[config.mk]
export PLATFORM = sky130hd
export DESIGN_NAME = debounced_gravity_face_detector
export DESIGN_NICKNAME = d
export VERILOG_FILES = /design/src/rtl/dgfd_pkg.sv /design/src/rtl/dgfd_classify.sv /design/src/rtl/debounced_gravity_face_detector.sv
export SDC_FILE = /design/constraint.sdc
export NUM_CORES = 1
export LEC_CHECK = 0
export BUFFER_PORTS_ARGS = -buffer_cell sky130_fd_sc_hd__buf_2
export CORE_ASPECT_RATIO = 0.6
export CORE_MARGIN = 3
export CORE_UTILIZATION = 32
export CTS_BUF_LIST = sky130_fd_sc_hd__clkbuf_8 sky130_fd_sc_hd__clkbuf_16
export CTS_CLUSTER_DIAMETER = 30
export CTS_CLUSTER_SIZE = 30
export DETAILED_ROUTE_END_ITERATION = 7
export PLACE_DENSITY = 0.54
export SLEW_MARGIN = 20
export SYNTH_ARGS = -nofsm -noshare
export SYNTH_HDL_FRONTEND = slang
export SYNTH_SLANG_ARGS = --single-unit
[constraint.sdc]
create_clock -name clk -period 9 [get_ports clk]
set_input_delay 0.45 -clock clk [delete_from_list [all_inputs] [get_ports clk]]
set_output_delay 0.45 -clock clk [all_outputs]
set_load 0.02 [all_outputs]
[src/rtl/dgfd_pkg.sv]
// Shared types and constants for the debounced gravity face detector.
package dgfd_pkg;

	// Raw accelerometer sample width
	localparam int SAMPLE_BITS = 16;
	localparam int TIME_BITS   = 32;
	localparam int CFG_BITS    = 16;
	// Magnitude width: one bit more so full-scale negative does not wrap
	localparam int MAG_W       = SAMPLE_BITS + 1;
	// Signed strength width: covers a negated full-scale sample plus the margin
	localparam int STR_W = ((SAMPLE_BITS > CFG_BITS) ? SAMPLE_BITS : CFG_BITS) + 2;

	localparam int IN_DATA_W  = 80;
	localparam int OUT_DATA_W = 16;

	typedef logic signed [SAMPLE_BITS-1:0] sample_t;
	typedef logic [TIME_BITS-1:0]          stamp_t;
	typedef logic [CFG_BITS-1:0]           cfg_word_t;
	typedef logic signed [STR_W-1:0]       strength_t;

	// Configuration register indexes
	typedef enum logic {
		REG_LEAD_MARGIN  = 1'b0,
		REG_CONFIRM_TIME = 1'b1
	} reg_index_t;

	// Face encoding
	typedef enum logic [2:0] {
		FACE_PX = 3'd0,
		FACE_NX = 3'd1,
		FACE_PY = 3'd2,
		FACE_NY = 3'd3,
		FACE_PZ = 3'd4,
		FACE_NZ = 3'd5
	} face_t;

	typedef struct packed {
		sample_t x;
		sample_t y;
		sample_t z;
		stamp_t  now;
	} sample_item_t;

	typedef struct packed {
		face_t  confirmed;
		face_t  candidate;
		stamp_t start;
	} face_state_t;

	typedef struct packed {
		logic [1:0] quadrant;
		logic       side;
		face_t      pending;
		face_t      target;
	} face_result_t;

	typedef struct packed {
		cfg_word_t lead_margin;
		cfg_word_t confirm_time;
	} face_cfg_t;

endpackage

[src/rtl/dgfd_classify.sv]
// Dominant face search, margin test and confirm timer for one sample.
module dgfd_classify (
	input  dgfd_pkg::sample_item_t item,
	input  dgfd_pkg::face_state_t  cur,
	input  dgfd_pkg::face_cfg_t    cfg,
	output dgfd_pkg::face_state_t  nxt,
	output dgfd_pkg::face_result_t res
);
	import dgfd_pkg::*;

	logic [MAG_W-1:0] mag_x, mag_y, mag_z;
	face_t            raw_face;
	strength_t        str_raw, str_cur, str_limit;
	stamp_t           elapsed;

	// Sign-extend a sample into the strength width
	function automatic strength_t widen(input sample_t v);
		widen = strength_t'({{(STR_W-SAMPLE_BITS){v[SAMPLE_BITS-1]}}, v});
	endfunction

	// Signed strength of a face for this sample
	function automatic strength_t face_strength(input face_t f, input sample_t x,
			input sample_t y, input sample_t z);
		case (f)
			FACE_PX: face_strength = widen(x);
			FACE_NX: face_strength = -widen(x);
			FACE_PY: face_strength = widen(y);
			FACE_NY: face_strength = -widen(y);
			FACE_PZ: face_strength = widen(z);
			FACE_NZ: face_strength = -widen(z);
			default: face_strength = '0;
		endcase
	endfunction

	// Magnitude, one bit wider so full-scale negative does not wrap
	function automatic logic [MAG_W-1:0] magnitude(input sample_t v);
		logic signed [MAG_W-1:0] e;
		e = {v[SAMPLE_BITS-1], v};
		magnitude = (e < 0) ? MAG_W'(-e) : MAG_W'(e);
	endfunction

	assign mag_x = magnitude(item.x);
	assign mag_y = magnitude(item.y);
	assign mag_z = magnitude(item.z);

	// Dominant axis; any tie falls to Z, zero picks the minus face
	always_comb begin
		if (mag_x > mag_y && mag_x > mag_z) begin
			raw_face = (item.x > 0) ? FACE_PX : FACE_NX;
		end else if (mag_y > mag_x && mag_y > mag_z) begin
			raw_face = (item.y > 0) ? FACE_PY : FACE_NY;
		end else begin
			raw_face = (item.z > 0) ? FACE_PZ : FACE_NZ;
		end
	end

	assign str_raw   = face_strength(raw_face, item.x, item.y, item.z);
	assign str_cur   = face_strength(cur.confirmed, item.x, item.y, item.z);
	assign str_limit = str_cur + strength_t'({{(STR_W-CFG_BITS){1'b0}}, cfg.lead_margin});
	assign elapsed   = item.now - cur.start;

	// Candidate tracking and confirmation
	always_comb begin
		nxt = cur;
		if (raw_face == cur.confirmed) begin
			nxt.candidate = cur.confirmed;
		end else if (str_raw > str_limit) begin
			if (raw_face != cur.candidate) begin
				nxt.candidate = raw_face;
				nxt.start     = item.now;
			end else if (elapsed >= stamp_t'(cfg.confirm_time)) begin
				nxt.confirmed = cur.candidate;
			end
		end else begin
			nxt.candidate = cur.confirmed;
		end
	end

	// Result fields from the updated state
	always_comb begin
		res.target  = nxt.confirmed;
		res.pending = nxt.candidate;
		res.side    = (nxt.confirmed <= FACE_NY);
		case (nxt.confirmed)
			FACE_PX: res.quadrant = 2'd0;
			FACE_PY: res.quadrant = 2'd1;
			FACE_NX: res.quadrant = 2'd2;
			FACE_NY: res.quadrant = 2'd3;
			default: res.quadrant = 2'd0;
		endcase
	end

endmodule

[src/rtl/debounced_gravity_face_detector.sv]
// Top level: input register, face state, config registers and result register.
// A sample passes through the input register, then the result register, to m_tdata.
// Throughput: one sample per cycle unless m_tready holds a result; the face state loop has one register.
// With a result waiting downstream the input register takes one more sample, then stalls.
// Reset (arst_n low, asynchronous): both faces go to +Z, timer start to 0,
// lead margin to 4096, confirm_time to 500, and both stages empty.
module debounced_gravity_face_detector (
	input  logic                                   clk,
	input  logic                                   arst_n,
	// s_tdata: accel_x [15:0], accel_y [31:16], accel_z [47:32], now_ms [79:48]
	input  logic                                   s_tvalid,
	output logic                                   s_tready,
	input  logic [dgfd_pkg::IN_DATA_W-1:0]         s_tdata,
	// m_tdata: target_face [2:0], pending_face [5:3], side_flag [6],
	//          side_quadrant [8:7], zero [15:9]
	output logic                                   m_tvalid,
	input  logic                                   m_tready,
	output logic [dgfd_pkg::OUT_DATA_W-1:0]        m_tdata,
	input  logic                                   cfg_we,
	input  logic                                   cfg_index,
	input  logic [dgfd_pkg::CFG_BITS-1:0]          cfg_wdata
);
	import dgfd_pkg::*;

	sample_item_t item_s1;
	logic         valid_s1;
	face_state_t  state_q, state_nxt;
	face_cfg_t    cfg_q;
	face_result_t res_nxt, res_s2;
	logic         valid_s2;
	logic         advance;

	// Stage 1 moves on when the result register is free or being drained
	assign advance  = valid_s1 && (!valid_s2 || m_tready);
	assign s_tready = !valid_s1 || advance;

	// Configuration registers
	always_ff @(posedge clk or negedge arst_n) begin
		if (!arst_n) begin
			cfg_q.lead_margin  <= CFG_BITS'(4096);
			cfg_q.confirm_time <= CFG_BITS'(500);
		end else if (cfg_we) begin
			case (reg_index_t'(cfg_index))
				REG_LEAD_MARGIN:  cfg_q.lead_margin  <= cfg_wdata;
				REG_CONFIRM_TIME: cfg_q.confirm_time <= cfg_wdata;
				default: ;
			endcase
		end
	end

	// Input register
	always_ff @(posedge clk or negedge arst_n) begin
		if (!arst_n) begin
			valid_s1 <= 1'b0;
		end else if (s_tready) begin
			valid_s1 <= s_tvalid;
		end
	end

	always_ff @(posedge clk) begin
		if (s_tready && s_tvalid) begin
			item_s1.x   <= sample_t'(s_tdata[15:0]);
			item_s1.y   <= sample_t'(s_tdata[31:16]);
			item_s1.z   <= sample_t'(s_tdata[47:32]);
			item_s1.now <= s_tdata[79:48];
		end
	end

	dgfd_classify u_classify (
		.item (item_s1),
		.cur  (state_q),
		.cfg  (cfg_q),
		.nxt  (state_nxt),
		.res  (res_nxt)
	);

	// Face state, updated once per sample
	always_ff @(posedge clk or negedge arst_n) begin
		if (!arst_n) begin
			state_q.confirmed <= FACE_PZ;
			state_q.candidate <= FACE_PZ;
			state_q.start     <= '0;
		end else if (advance) begin
			state_q <= state_nxt;
		end
	end

	// Result register
	always_ff @(posedge clk or negedge arst_n) begin
		if (!arst_n) begin
			valid_s2 <= 1'b0;
		end else if (advance) begin
			valid_s2 <= 1'b1;
		end else if (m_tready) begin
			valid_s2 <= 1'b0;
		end
	end

	always_ff @(posedge clk) begin
		if (advance) begin
			res_s2 <= res_nxt;
		end
	end

	assign m_tvalid = valid_s2;
	assign m_tdata  = {7'd0, res_s2.quadrant, res_s2.side, res_s2.pending, res_s2.target};

	// A new confirmed face must have been the pending one
	a_confirm_from_candidate: assert property (@(posedge clk) disable iff (!arst_n)
		!$stable(state_q.confirmed) |-> state_q.confirmed == $past(state_q.candidate))
		else $error("confirmed face changed to a face that was not pending");

	// State only moves when a sample is processed
	a_state_holds: assert property (@(posedge clk) disable iff (!arst_n)
		!advance |=> $stable(state_q))
		else $error("face state changed without a sample");

	// Timer restarts only together with a new candidate
	a_start_with_candidate: assert property (@(posedge clk) disable iff (!arst_n)
		!$stable(state_q.start) |-> state_q.candidate != $past(state_q.candidate))
		else $error("timer restarted without a new candidate");

	// No new sample taken while both stages are full and blocked
	a_no_overrun: assert property (@(posedge clk) disable iff (!arst_n)
		valid_s1 && valid_s2 && !m_tready |-> !s_tready)
		else $error("input accepted while pipeline is stalled");

endmodule

# After elaboration in Yosys (flattened, before gate mapping)

Index checks and enable logic that the tools add are counted.

Bitwise operators: 2
Equal/unequal tests: 15
Multiplexer cells: 20
$add $sub $neg: 8
Reductions and logical operators: 14
Order comparisons: 13

Operator list:

| kind                | number |
|---|---|
| $pmux 18 s6         | 2 |
| $gt 17x17->1        | 4 |
| $neg 16->18         | 3 |
| $mux 17             | 3 |
| $neg 16->17         | 3 |
| $gt 16x1->1 const B | 3 |
| $lt 16x1->1 const B | 3 |
| $mux 35             | 1 |
| $ge 32x16->1        | 1 |
| $sub 32x32->32      | 1 |
| $mux 3              | 8 |
| $add 18x17->18      | 1 |
| $eq 3x2->1 const B  | 6 |
| $gt 18x18->1        | 1 |
| $eq 3x3->1 const B  | 4 |
| $eq 3x1->1 const B  | 3 |
| $logic_not 3->1     | 2 |
| $pmux 2 s3          | 1 |
| $mux 1              | 5 |
| $logic_and 1x1->1   | 4 |
| $reduce_and 2->1    | 2 |
| $reduce_and 4->1    | 1 |
| $eq 3x3->1          | 1 |
| $le 3x2->1 const B  | 1 |
| other kinds (5)     | 8 |

Input port bits: 102
Bits in registers: 161
Logic and storage cells: 87

# Logic depth before layout (Yosys ltp)

Depth after elaboration: 13
Mapped depth: 35

# By module

Synthesis repeated with hierarchy kept, for this count alone.

Cells, all modules: 1487
Area, all modules: 14258.7 µm²

By module, submodules not included:

| module                          | area an instance (µm²) | cells each | times used | sequential area each (µm²) |
|---|---|---|---|---|
| dgfd_classify                   | 8777.2                 | 1232       | 1          | 0.0 |
| debounced_gravity_face_detector | 5481.5                 | 255        | 1          | 4485.6 |

# Least setup slack after synthesis

Ideal clock, no wire load.

Path kind: reg2reg
Start point: register item_s1[50] (netlist name)
End point: register state_q[10] (netlist name)
Clock period less this slack: 7.120 ns
Setup slack: 1.880 ns
Data arrival time: 6.995 ns
Stages on the path, launching flop included: 36
Cell sequence: edfxtp_1 > clkbuf_1 > or3_1 > nor3_1 > nand2_1 > or3_1 > or3_1 > clkbuf_1 > nor3_1 > nand2b_1 > xnor2_1 > ha_1 > a21o_1 > a21o_1 > a21o_1 > a311o_1 > o21a_1 > o21bai_4 > and2_1 > buf_6 > clkbuf_1 > nand2_1 > o221ai_1 > ha_1 > a21o_1 > a21o_1 > a21oi_1 > nor2_1 > a2111oi_0 > a21oi_1 > and2_1 > a32oi_1 > o21ai_0 > o21ai_1 > buf_2 > mux2_2

Longest elaborated chain between the ends: 10
Elaborated cells between the ends (all ways): 27
Classes of those cells: add/sub: 3; order compare: 6; eq/ne: 7; mux: 6; bitwise: 1; reduce/logical: 4

Ends and longest elaborated chain:

| what                                              | line                                  | source |
|---|---|---|
| start, declared                                   | debounced_gravity_face_detector.sv:25 | `sample_item_t item_s1;` |
| $neg 16->17 / $lt 16x1->1 (equally long branches) | dgfd_classify.sv:39                   | `magnitude = (e < 0) ? MAG_W'(-e) : MAG_W'(e);` |
| $mux 17                                           | dgfd_classify.sv:39                   |  |
| $gt 17x17->1                                      | dgfd_classify.sv:50                   | `end else if (mag_y > mag_x && mag_y > mag_z) begin` |
| $logic_and 1x1->1                                 | dgfd_classify.sv:50                   |  |
| $mux 3                                            | dgfd_classify.sv:50                   |  |
| $mux 3                                            | dgfd_classify.sv:48                   | `if (mag_x > mag_y && mag_x > mag_z) begin` |
| $eq 3x3->1, or another cell as far along          | dgfd_classify.sv:24                   | `case (f)` |
| $pmux 18 s6                                       | dgfd_classify.sv:24                   |  |
| $gt 18x18->1                                      | dgfd_classify.sv:67                   | `end else if (str_raw > str_limit) begin` |
| $reduce_and 4->1 (no source line) *               | -                                     |  |
| end signal, assigned                              | debounced_gravity_face_detector.sv:84 | `state_q <= state_nxt;` |
| end, declared                                     | debounced_gravity_face_detector.sv:27 | `face_state_t state_q, state_nxt;` |

Every way passes the cells marked *; elsewhere a longest branch is shown, timed or not.
A chain may end at the register's enable or synchronous reset.

# Final worst setup path

Start point: register item_s1[66] (netlist name)
End point: register state_q[1] (netlist name)

Same word-level chain as after synthesis.

==> results.toml <==
[outcome]
outcome = "finished, final reports clean"

[drt]
via_per_inst = 5.32
drc = 0
route.vias.total = 10800
drt_iter0_drc = 940
wl_per_cell_um = 19.6
detail-route-antenna-nets = 0
drt_wl_total_um = 40000
dr.pass1.iters = 7

[power]
cellInternalPower_mw = 2.66
p_sw_share_pct = 42.9
comb_power_share_pct = 60.4
net-switching-power_mw = 2.00
clock_power_share_pct = 16.4
p_per_area_mw_per_mm2 = 310
seqPwrFrac_pct = 23.2
power.leakage_nw = 6.47
ir_worst_vdd_v = 0.000194

[synthesis]
synth_flop_cell = "edfxtp_1"
synthCells = 1395
synth-edff-count = 89
synthDistinctLibCells = 82
post-synth-top-area-cell = "edfxtp_1"
synth_seq_area_share_pct = 33.9
synth-async-reset-ratio_pct = 44.7
synth_area_per_cell_um2 = 9.49
netlist_area_mm2 = 0.0132
ys_warn_count = 0
yosys-top-cells-area = "edfxtp_1, ha_1, dfrtp_1"
synth-seq-cells = 161
netlist.area_leader.share_pct = 20.2

[job]
drv_cap = 0

[sta]
setup_tns_ns = 0
slew_headroom_pct = 21.8
max_freq_mhz = 119
timing.final.crit_share_pct = 93.4
finClkSkew_ns = 0.0262
fin_ws_ns = 0.595
slew_violations = 0
worst_slew_pin_slew_ns = 1.14
holdWs_ns = 0.149
setup_viol = 0
hold_viol = 0
fin_crit_ns = 8.41
rsz0062_at_grt = "no"

[placement]
gp_congestion = 0.961
placement.io_buffers = 112
dp_slack_ns = 0.809
hpwlAfterDp_um = 32200
place_area_mm2 = 0.0145

[setup_path]
critPathArrivalTime_ns = 8.74
slowest_stage = "nor3_1"
rr_startpoint = "item_s1[66]"
end_kind = "register"
crit_path_max_incr_delay_ns = 0.55
crit_path_max_fanout = 32
endpoint = "state_q[1]"
critPathLaunchType = "register"
r2r_cells = 30
critical_path.startpoint = "item_s1[66]"
reg2reg_setup_slack_ns = 0.59
r2r_end = "state_q[1]"
required_ns = 9.33
crit_type = "register to register"

[clock_network]
cts_setup_buffers = 0
clkLatencyLatePin_ns = 0.47
cts_root_buffer = "clkbuf_16"
htreeDepth = 4
postCtsHoldBufs = 1
clk_pin_slew_ns = 0.09
cts_tree = "done"
clock-sinks = 161
clockBufferDepth = 2
numCtsBuffers = 17
cts_resized = 0

[grt]
gr-usage-all-layers_pct = 18.5
antenna_found_initial = 3
grt_max_degree = 48
grt_pass1_vias = 10500
grt_pass1_wl_um = 61500
globalRouteOverflowTotal = 0

[floorplanning]
initial_utilization_pct = 32.6
core_area_mm2 = 0.0407
core.rowCount = 57
io_pins = 120
dieArea_mm2 = 0.0439
die_width_um = 269
die_h_um = 164

[layout]
num-nets-final = 1737
fin_area_mm2 = 0.0151
drive_gt1_share_pct = 18.7
antenna_cells = 0
area_delta_synth_final_pct = 13.7

[hold_path]
hold_depth = 1
min_path_type = "input pin to register"
[worst min path at each step]
stage,from,end
2_1_floorplan,arst_n,cfg_q[0]
3_3_place_gp,arst_n,m_tvalid
3_5_place_dp,arst_n,m_tvalid
4_1_cts,s_tdata[18],item_s1[50]
5_1_grt,s_tdata[28],item_s1[60]
6_report,s_tdata[28],item_s1[60]
[synthesized netlist by cell type (9+ instances only)]
| cell type | instances |
|---|---|
| ha_1 | 140 |
| nand2_1 | 108 |
| xnor2_1 | 106 |
| inv_1 | 104 |
| edfxtp_1 | 89 |
| nor2_1 | 80 |
| mux2_2 | 74 |
| a21oi_1 | 72 |
| dfrtp_1 | 63 |
| o21ai_0 | 50 |
| clkbuf_1 | 45 |
| xor2_1 | 38 |
| nand2b_1 | 35 |
| nor3_1 | 31 |
| a21o_1 | 27 |
| nor2b_1 | 25 |
| nand3_1 | 23 |
| o221ai_1 | 18 |
| mux2i_1 | 17 |
| nand4_1 | 15 |
| or3_1 | 15 |
| a22oi_1 | 14 |
| o21a_1 | 13 |
| buf_1 | 12 |
| o22ai_1 | 11 |
| a31oi_1 | 10 |
| and2_1 | 9 |
| and3_1 | 9 |
| dfstp_2 | 9 |
| o211ai_1 | 9 |
[placed cells by master, fill, tap and decap left out, types with 5 or more instances in the layout]
| cell | count |
|---|---|
| o21a_1 | 13 |
| mux2i_1 | 17 |
| o211ai_1 | 9 |
| o21ai_0 | 50 |
| or4_1 | 5 |
| ha_1 | 140 |
| mux2_2 | 74 |
| clkbuf_16 | 18 |
| o22ai_1 | 11 |
| nor2_1 | 80 |
| nor3_1 | 31 |
| nand4_1 | 15 |
| nand3_1 | 23 |
| nand2_1 | 108 |
| o221ai_1 | 18 |
| conb_1 | 7 |
| nor4_1 | 6 |
| nor2b_1 | 24 |
| xnor2_1 | 106 |
| edfxtp_1 | 89 |
| a2111oi_0 | 5 |
| buf_4 | 31 |
| a31oi_1 | 10 |
| and2_1 | 8 |
| and3_1 | 9 |
| dfstp_2 | 9 |
| a211oi_1 | 7 |
| a21oi_1 | 72 |
| dfrtp_1 | 63 |
| a22oi_1 | 14 |
| a21o_1 | 27 |
| buf_2 | 111 |
| or3_1 | 15 |
| inv_1 | 106 |
| nand2b_1 | 35 |
| xor2_1 | 38 |
[kinds of logic (layout without fill, tap and decap cells)]
group / count (synthesis) / in the layout / synth area share, %
fa+ha+maj: 142 / 142 / 13.5
flops: 161 / 161 / 33.9
other cells: 1 / 7 / 0.0283
xor+xnor: 144 / 144 / 9.52
simple gates: 384 / 384 / 14.8
buf+inv: 178 / 283 / 5.41
compound gates: 293 / 293 / 15.1
mux: 92 / 92 / 7.75
[per-layer routing]
layer	vias to the layer above	GRT usage, %	wire (um)
met5	-	0	23
met4	4	3.69	437
met3	31	4.94	3410
met2	368	24.2	15000
met1	5222	29.5	21100
li1	5214	-	-
[critical path: cells and delay by family (launching register included)]
| kind | cells | cell delay (ns) |
|---|---|---|
| mux | 1 | 0.36 |
| buf+inv | 2 | 0.38 |
| compound gates | 10 | 2.01 |
| flops | 1 | 0.51 |
| simple gates | 14 | 4.21 |
| fa+ha+maj | 2 | 0.65 |
| xor+xnor | 1 | 0.09 |
[flip-flops by register name, summed over array words and instances, names as in the netlist]
name / cells
m_tvalid: 1
state_q: 38
valid_s1: 1
item_s1: 80
m_tdata: 9
cfg_q: 32
[stage by stage]
| stage | utilization [%] | total power [mW] | instances |
|---|---|---|---|
| floorplan | - | 3.12 | 1401 |
| finish | 37.1 | 4.66 | 2037 |
| global placement | 35.6 | 3.82 | 2004 |
| global route | 37.1 | 5.09 | 2037 |
| CTS | 37.1 | 4.67 | 2037 |
| detailed placement | 35.6 | 3.87 | 2004 |
[power groups by stage]
stage	clock, mW	combinational [mW]	sequential [mW]
after floorplan	0	2.07	1.05
after global placement	0	2.73	1.09
after detailed placement	0	2.78	1.09
after CTS	0.787	2.80	1.08
after global routing	0.815	3.17	1.10
final	0.765	2.82	1.08
[area by class of cell]
cell class	instances	area, um^2
clock buffers	19	464
flip-flops and latches	161	4490
well taps	531	664
inverters	106	398
repair buffers	145	838
multi-input cells	1062	8080
fillers	4132	25600
clock inverters	13	134
(Power assumes the default switching activity.)
